[src/hdl/slid_pkg.sv]
// Package for the sorted list store: operation and status codes, the
// control struct that the top level hands to every cell. No dependencies.
package slid_pkg;

    localparam int unsigned VALUE_W = 32;

    localparam logic OP_INSERT = 1'b0;
    localparam logic OP_DELETE = 1'b1;

    localparam logic [1:0] STATUS_INSERTED  = 2'd0;
    localparam logic [1:0] STATUS_REMOVED   = 2'd1;
    localparam logic [1:0] STATUS_NOT_FOUND = 2'd2;
    localparam logic [1:0] STATUS_FULL      = 2'd3;

    localparam logic signed [VALUE_W-1:0] INT_MIN = 32'sh8000_0000;

    typedef struct packed {
        logic                      op;
        logic                      eval;
        logic                      apply_insert;
        logic                      apply_delete;
        logic signed [VALUE_W-1:0] key;
    } cell_ctrl_t;

endpackage

[src/hdl/slid_cell.sv]
// One cell of the sorted row: holds one entry, compares it against the
// request key and shifts with its neighbors. Depends on slid_pkg.
module slid_cell #(
    parameter int CW    = 5,
    parameter int INDEX = 0
) (
    input  logic                              clk,
    input  logic                              rst_n,
    input  slid_pkg::cell_ctrl_t              ctrl,
    input  logic [CW-1:0]                     count,
    input  logic signed [slid_pkg::VALUE_W-1:0] prev_entry,
    input  logic                              prev_mark,
    input  logic signed [slid_pkg::VALUE_W-1:0] next_entry,
    output logic signed [slid_pkg::VALUE_W-1:0] entry,
    output logic                              mark,
    output logic                              hit
);

    logic signed [slid_pkg::VALUE_W-1:0] entry_reg;
    logic signed [slid_pkg::VALUE_W-1:0] entry_next;
    logic                                mark_reg;
    logic                                mark_next;
    logic                                eq_reg;
    logic                                eq_next;
    logic                                occupied;

    assign occupied = (count > CW'(INDEX));

    // For an insert the mark flags every slot at or after the insertion
    // point; for a delete it flags occupied slots holding a value not below
    // the key, so the first marked slot is the only candidate for removal.
    always_comb
    begin
        mark_next = mark_reg;
        eq_next   = eq_reg;
        if (ctrl.eval)
        begin
            if (ctrl.op == slid_pkg::OP_INSERT)
            begin
                mark_next = !occupied || (entry_reg > ctrl.key);
            end
            else
            begin
                mark_next = occupied && (entry_reg >= ctrl.key);
            end
            eq_next = (entry_reg == ctrl.key);
        end
    end

    always_comb
    begin
        entry_next = entry_reg;
        if (ctrl.apply_insert)
        begin
            if (prev_mark)
            begin
                entry_next = prev_entry;
            end
            else if (mark_reg)
            begin
                entry_next = ctrl.key;
            end
        end
        else if (ctrl.apply_delete)
        begin
            if (mark_reg)
            begin
                entry_next = next_entry;
            end
        end
    end

    always_ff @(posedge clk)
    begin
        entry_reg <= entry_next;
    end

    always_ff @(posedge clk or negedge rst_n)
    begin
        if (!rst_n)
        begin
            mark_reg <= 1'b0;
            eq_reg   <= 1'b0;
        end
        else
        begin
            mark_reg <= mark_next;
            eq_reg   <= eq_next;
        end
    end

    assign entry = entry_reg;
    assign mark  = mark_reg;
    assign hit   = mark_reg && !prev_mark && eq_reg;

endmodule

[src/hdl/sorted_list_insert_delete_top.sv]
// Sorted multiset store built as a row of compare-and-shift cells.
// An accepted request runs the compare pass through the cells (ST_EVAL),
// then the shift pass that loads the result (ST_APPLY), which waits while
// a held result is stalled. A new request is taken only back in ST_IDLE.
// Reset clears the entry count, the cell flags and the handshake state;
// the entry registers are not reset and are read only below the count.
module sorted_list_insert_delete_top #(
    parameter int CAPACITY = 16
) (
    input  logic                                clk,
    input  logic                                rst_n,
    input  logic                                in_valid,
    output logic                                in_stall,
    input  logic                                operation,
    input  logic signed [slid_pkg::VALUE_W-1:0] value,
    output logic                                out_valid,
    input  logic                                out_stall,
    output logic [1:0]                          status,
    output logic signed [slid_pkg::VALUE_W-1:0] removed_value,
    output logic [4:0]                          entry_count
);

    localparam int CW = $clog2(CAPACITY + 1);

    typedef enum logic [1:0] {
        ST_IDLE,
        ST_EVAL,
        ST_APPLY
    } state_t;

    state_t                              state_reg;
    logic                                op_reg;
    logic signed [slid_pkg::VALUE_W-1:0] key_reg;
    logic [CW-1:0]                       count_reg;
    logic                                out_valid_reg;
    logic [1:0]                          status_reg;
    logic signed [slid_pkg::VALUE_W-1:0] removed_reg;
    logic [CW-1:0]                       count_out_reg;

    logic                                in_accept;
    logic                                go;
    logic                                full;
    logic                                found;
    logic [CW-1:0]                       count_next;
    logic [1:0]                          status_next;
    logic signed [slid_pkg::VALUE_W-1:0] removed_next;
    logic [CW+4:0]                       count_wide;
    slid_pkg::cell_ctrl_t                ctrl;

    logic signed [slid_pkg::VALUE_W-1:0] entries [CAPACITY];
    logic [CAPACITY-1:0]                 marks;
    logic [CAPACITY-1:0]                 hits;

    assign in_stall  = (state_reg != ST_IDLE);
    assign in_accept = in_valid && !in_stall;
    assign go        = (state_reg == ST_APPLY) && (!out_valid_reg || !out_stall);
    assign full      = (count_reg == CW'(CAPACITY));
    assign found     = |hits;

    always_comb
    begin
        ctrl.op           = op_reg;
        ctrl.key          = key_reg;
        ctrl.eval         = (state_reg == ST_EVAL);
        ctrl.apply_insert = go && (op_reg == slid_pkg::OP_INSERT) && !full;
        ctrl.apply_delete = go && (op_reg == slid_pkg::OP_DELETE) && found;
    end

    always_comb
    begin
        count_next   = count_reg;
        removed_next = slid_pkg::INT_MIN;
        if (op_reg == slid_pkg::OP_INSERT)
        begin
            if (full)
            begin
                status_next = slid_pkg::STATUS_FULL;
            end
            else
            begin
                status_next = slid_pkg::STATUS_INSERTED;
                count_next  = count_reg + CW'(1);
            end
        end
        else if (found)
        begin
            status_next  = slid_pkg::STATUS_REMOVED;
            removed_next = key_reg;
            count_next   = count_reg - CW'(1);
        end
        else
        begin
            status_next = slid_pkg::STATUS_NOT_FOUND;
        end
    end

    genvar gi;
    generate
        for (gi = 0; gi < CAPACITY; gi++)
        begin : g_cell
            logic signed [slid_pkg::VALUE_W-1:0] prev_entry;
            logic                                prev_mark;
            logic signed [slid_pkg::VALUE_W-1:0] next_entry;

            if (gi == 0)
            begin : g_first
                assign prev_entry = key_reg;
                assign prev_mark  = 1'b0;
            end
            else
            begin : g_inner
                assign prev_entry = entries[gi-1];
                assign prev_mark  = marks[gi-1];
            end

            if (gi == CAPACITY - 1)
            begin : g_last
                assign next_entry = entries[gi];
            end
            else
            begin : g_body
                assign next_entry = entries[gi+1];
            end

            slid_cell #(
                .CW    (CW),
                .INDEX (gi)
            ) u_cell (
                .clk        (clk),
                .rst_n      (rst_n),
                .ctrl       (ctrl),
                .count      (count_reg),
                .prev_entry (prev_entry),
                .prev_mark  (prev_mark),
                .next_entry (next_entry),
                .entry      (entries[gi]),
                .mark       (marks[gi]),
                .hit        (hits[gi])
            );
        end
    endgenerate

    always_ff @(posedge clk)
    begin
        if (in_accept)
        begin
            op_reg  <= operation;
            key_reg <= value;
        end
        if (go)
        begin
            status_reg    <= status_next;
            removed_reg   <= removed_next;
            count_out_reg <= count_next;
        end
    end

    always_ff @(posedge clk or negedge rst_n)
    begin
        if (!rst_n)
        begin
            state_reg     <= ST_IDLE;
            count_reg     <= '0;
            out_valid_reg <= 1'b0;
        end
        else
        begin
            if (out_valid_reg && !out_stall && !go)
            begin
                out_valid_reg <= 1'b0;
            end
            unique case (state_reg)
                ST_IDLE:
                begin
                    if (in_accept)
                    begin
                        state_reg <= ST_EVAL;
                    end
                end
                ST_EVAL:
                begin
                    state_reg <= ST_APPLY;
                end
                ST_APPLY:
                begin
                    if (go)
                    begin
                        count_reg     <= count_next;
                        out_valid_reg <= 1'b1;
                        state_reg     <= ST_IDLE;
                    end
                end
                default:
                begin
                    state_reg <= ST_IDLE;
                end
            endcase
        end
    end

    assign count_wide    = {5'b0, count_out_reg};
    assign out_valid     = out_valid_reg;
    assign status        = status_reg;
    assign removed_value = removed_reg;
    assign entry_count   = count_wide[4:0];

endmodule

[config.mk]
export PLATFORM = sky130hd
export DESIGN_NAME = sorted_list_insert_delete_top
export DESIGN_NICKNAME = d
export VERILOG_FILES = /design/src/hdl/slid_pkg.sv /design/src/hdl/slid_cell.sv /design/src/hdl/sorted_list_insert_delete_top.sv
export SDC_FILE = /design/constraint.sdc
export NUM_CORES = 2
export LEC_CHECK = 0
export BUFFER_PORTS_ARGS = -buffer_cell sky130_fd_sc_hd__buf_2
export CAP_MARGIN = 20
export CORE_MARGIN = 2
export CORE_UTILIZATION = 41
export DETAILED_ROUTE_END_ITERATION = 10
export SKIP_LAST_GASP = 1
export SLEW_MARGIN = 20
export SYNTH_ARGS = -nofsm -noshare
export SYNTH_HDL_FRONTEND = slang
export SYNTH_SLANG_ARGS = --single-unit
export TNS_END_PERCENT = 20
[constraint.sdc]
create_clock -name clk -period 4.15 [get_ports clk]
set_clock_uncertainty 0.2 [all_clocks]
set_input_delay 0.6225 -clock clk [delete_from_list [all_inputs] [get_ports clk]]
set_output_delay 0.6225 -clock clk [all_outputs]
set_load 0.01 [all_outputs]
==> summary.md <==
| Metric | Value |
|---|---|
| Core Region | 0.100 sq mm |
| Worst path bufs/invs | 2 |
| Clock power share | 26.9% |
| Simple-Gate Fraction of Synth Area | 11.1% |
| Startpoint Class | flop |
| RSZ-0062 raised after global routing | no |
| CP Class | reg2reg |
| Ys flop type | edfxtp_1 |
| Clock buffer depth | 3 |
| GP Congestion | 0.926 |
| Cell Area, Placed | 0.0438 sq mm |
| MaxCap Viol Count | 0 |
| Buffers added on ports | 77 |
| Initial antenna violation count | 2 |
| Crit path capture type | flop |
| Crit path max fanout | 11 |
| Synth cell types | 64 |
| Synth Area in Adders | 15.6% |
| Num rows | 116 |
| Area added between synthesis and finish | 11.9% |
| Routed WL | 120,000 um |
| Die Wd | 322 um |
| Clock Pin Slew Worst Setup and Hold Paths | 0.06 ns |
| Congestion Overflow GR | 0 |
| P per Cell Area | 495 mW/mm^2 |
| Data required time of the worst path | 4.50 ns |
| R2R Path Start | g_cell[0].prev_entry[14]$_DFFE_PP_ |
| Largest net degree at the start of global routing | 185 |
| F_max | 275 MHz |
| Seq/Total Area, Yosys | 44.8% |
| DIE HEIGHT | 322 um |
| Maximum vdd ir drop | 0.303 mV |
| Crit path DAT | 3.98 ns |
| Placed wire-length estimate | 91,100 um |
| Top delay family on crit path | compound AO/OA/AOI/OAI gates |
| Vias in the first global route | 32.2k |
| CTS sink count | 624 |
| Synth warn | 0 |
| Net Sw Frac | 36.4% |
| Syn avg cell area | 10.6 sq um |
| Final period demand of the worst path | 3.64 ns |
| Pint | 14,600 uW |
| First-pass GRT wire length | 185,000 um |
| Pleak | 0.0187 uW |
| Max reg flops | 512 |
| Root Buffer | clkbuf_16 |
| Post-synthesis compound-gate area fraction | 13.4% |
| Post-route ant nets | 0 |
| CP Cell Sequence | inv_1 -> buf_4 -> ha_1 -> nand4_1 -> nor3_1 -> a21boi_0 -> o41ai_1 -> a31oi_1 -> a311oi_1 -> o21ai_0 |
| Final hold violations | 0 |
| Synthesized instance count | 3,919 |
| Crit path from | g_cell[0].prev_entry[14]$_DFFE_PP_ |
| Comb pwr share | 35.7% |
| Tot Pwr | 23,000 uW |
| Worst Max-Slew Pin Slew | 1.19 ns |
| Detailed-route via count | 31.7k |
| DRC errors left | 0 |
| Final Max Tran Viols | 0 |
| Pre-antenna DRT Iters | 5 |
| Synth Area in XOR/XNOR | 0.127% |
| Filler instances | 9,433 |
| Status | complete, no violations |
| CTS tree | built |
| Clk_lat worst skew | 0.64 ns |
| Fin crit share | 87.6% |
| Final #Nets | 4,587 |
| Largest family of logic cells by synthesized area | adder cells |
| WL/cell | 22.3 um |
| Relative slew margins | 20.5% |
| Seq. cell area | 0.0186 sq mm |
| DRT iter0 DRCs | 2,619 |
| Synth Register Bits | 624 |
| Min-delay src | value[7] |
| Gr usage total | 22.8% |
| # IOs | 78 |
| Syn nets | 4,473 |
| Multiplexer share of the synthesized area | 11.9% |
| Die area | 0.104 sq mm |
| Layout cells sized above 1 | 9.98% |
| Synthesized area | 0.0414 sq mm |
| CTS Buf Count | 73 |
| Net Switching | 8360 uW |
| Number of synthesized flops with an enable pin | 584 |
| Ys async rst share | 6.41% |
| DR vias/cell | 5.89 |
| Starting Density | 41.4% |
| Area of the multi-input gates | 0.0217 sq mm |
| Final instance area | 0.0463 sq mm |
| Seq pwr share | 37.4% |
| Commonest non-fill, non-tap cells in the layout | a21oi_1 (653), edfxtp_1 (584), nor2_1 (524) |
| Core Util, Final | 46.3% |
| # setup viols final | 0 |
| Most common cell after layout, fill and taps aside | a21oi_1 |
| Worst Hold Class | in2reg |
| Crit-path max cell delay | 0.66 ns |
| Worst path slowest cell | nor3_1 |
| H-tree depth | 3 |
==> cell usage after synthesis, drive strengths merged (7+ instances only) <==
cell type | n | area share, %
dfrtp | 40 | 2.4
o21a | 18 | 0.33
nor3 | 59 | 0.71
o211ai | 17 | 0.31
nor4 | 24 | 0.38
a21boi | 12 | 0.22
ha | 517 | 16
o21bai | 8 | 0.14
buf | 127 | 1.7
nand4 | 123 | 1.9
mux2 | 37 | 1.0
a21oi | 654 | 7.9
edfxtp | 584 | 42
o21ai | 97 | 1.2
clkbuf | 96 | 0.87
nor2b | 25 | 0.38
a222oi | 8 | 0.19
o2bb2ai | 9 | 0.19
and2 | 11 | 0.17
a211oi | 14 | 0.25
a2111oi | 17 | 0.36
nand3 | 47 | 0.57
a31o | 7 | 0.15
nand3b | 9 | 0.16
nor2 | 540 | 4.9
nand2b | 16 | 0.24
a21o | 69 | 1.3
mux2i | 450 | 11
inv | 59 | 0.53
and4 | 8 | 0.17
o41ai | 10 | 0.21
nand2 | 151 | 1.4
==> per-layer routing <==
layer	up-vias	wire length (um)	global-route usage (%)
li1	15137	-	-
met1	15548	53100	30.6
met2	834	57800	38.4
met3	214	5730	2.57
met4	0	3360	7.61
met5	-	0	0
==> power groups by stage <==
stage	Combinational [uW]	Sequential, uW	Clock, uW
3_5_place_dp	8110	8710	0
6_report	8200	8580	6170
4_1_cts	8160	8580	6300
3_3_place_gp	7960	8700	0
5_1_grt	9010	8670	6540
2_1_floorplan	6150	8300	0
==> area by class of cell <==
cell class                      count  area share (%)
Multi-Input combinational cell   3013            46.8
Sequential cell                   624            40.0
Timing Repair Buffer              262            4.41
Clock buffer                      108            4.40
Tap cell                         1298            3.50
Inverter                           59           0.478
Clock inverter                     24           0.316
Antenna cell                        1         0.00540
==> worst reg2reg max path: stages, from the launching register on <==
cell and delay [ns]:
edfxtp_1 0.39, inv_1 0.51, buf_4 0.25, ha_1 0.17, nand4_1 0.23, nor3_1 0.66, a21boi_0 0.55, o41ai_1 0.14
a31oi_1 0.21, a311oi_1 0.11, o21ai_0 0.15
==> path summary, 6_finish.rpt <==
kind	depth (start not counted)	slack, ns	endpoint
max in group asynchronous	3	2.71	g_cell[14].u_cell.mark$_DFFE_PN0N_
max reg2reg	10	0.51	g_cell[7].u_cell.mark$_DFFE_PN0N_
min reg2reg	2	0.27	g_cell[4].u_cell.eq_reg$_DFFE_PN0N_
min in group asynchronous	2	0.20	g_cell[4].u_cell.mark$_DFFE_PN0N_
min	1	0.04	g_cell[0].prev_entry[7]$_DFFE_PP_
max	10	0.51	g_cell[7].u_cell.mark$_DFFE_PN0N_
==> kinds of logic (layout without fill, tap and decap cells) <==
family                     count (synthesis)  after routing
xor gates and xnor gates                   6              6
adders and majority gates                517            517
and+or+nand+nor                         1028           1028
AOI/OAI and AO/OA                        975            975
muxes                                    487            487
buffers and inverters                    282            453
DFF                                      624            624
other                                      0              1
==> per-stage QoR <==
stage / TNS [ns] / hold slack [ns] / setup WS, ns / cells
final: 0 / 0.0355 / 0.515 / 5389
after global routing: 0 / 0.0252 / 0.322 / 5388
after CTS: 0 / 0.00126 / 0.539 / 5388
after detailed placement: 0 / 0.256 / 0.564 / 5224
after global placement: 0 / 0.250 / 0.530 / 5223
after floorplan: -0.965 / 0.127 / -0.0151 / 3919
==> timing repair <==
action,4_1_cts,5_1_grt
hold buffers,32,0
resized for setup,0,0
setup endpoints to repair,0,0
buffers inserted,0,0
hold endpoints to repair,42,0
No activity file was read; power rests on OpenSTA's default activity.
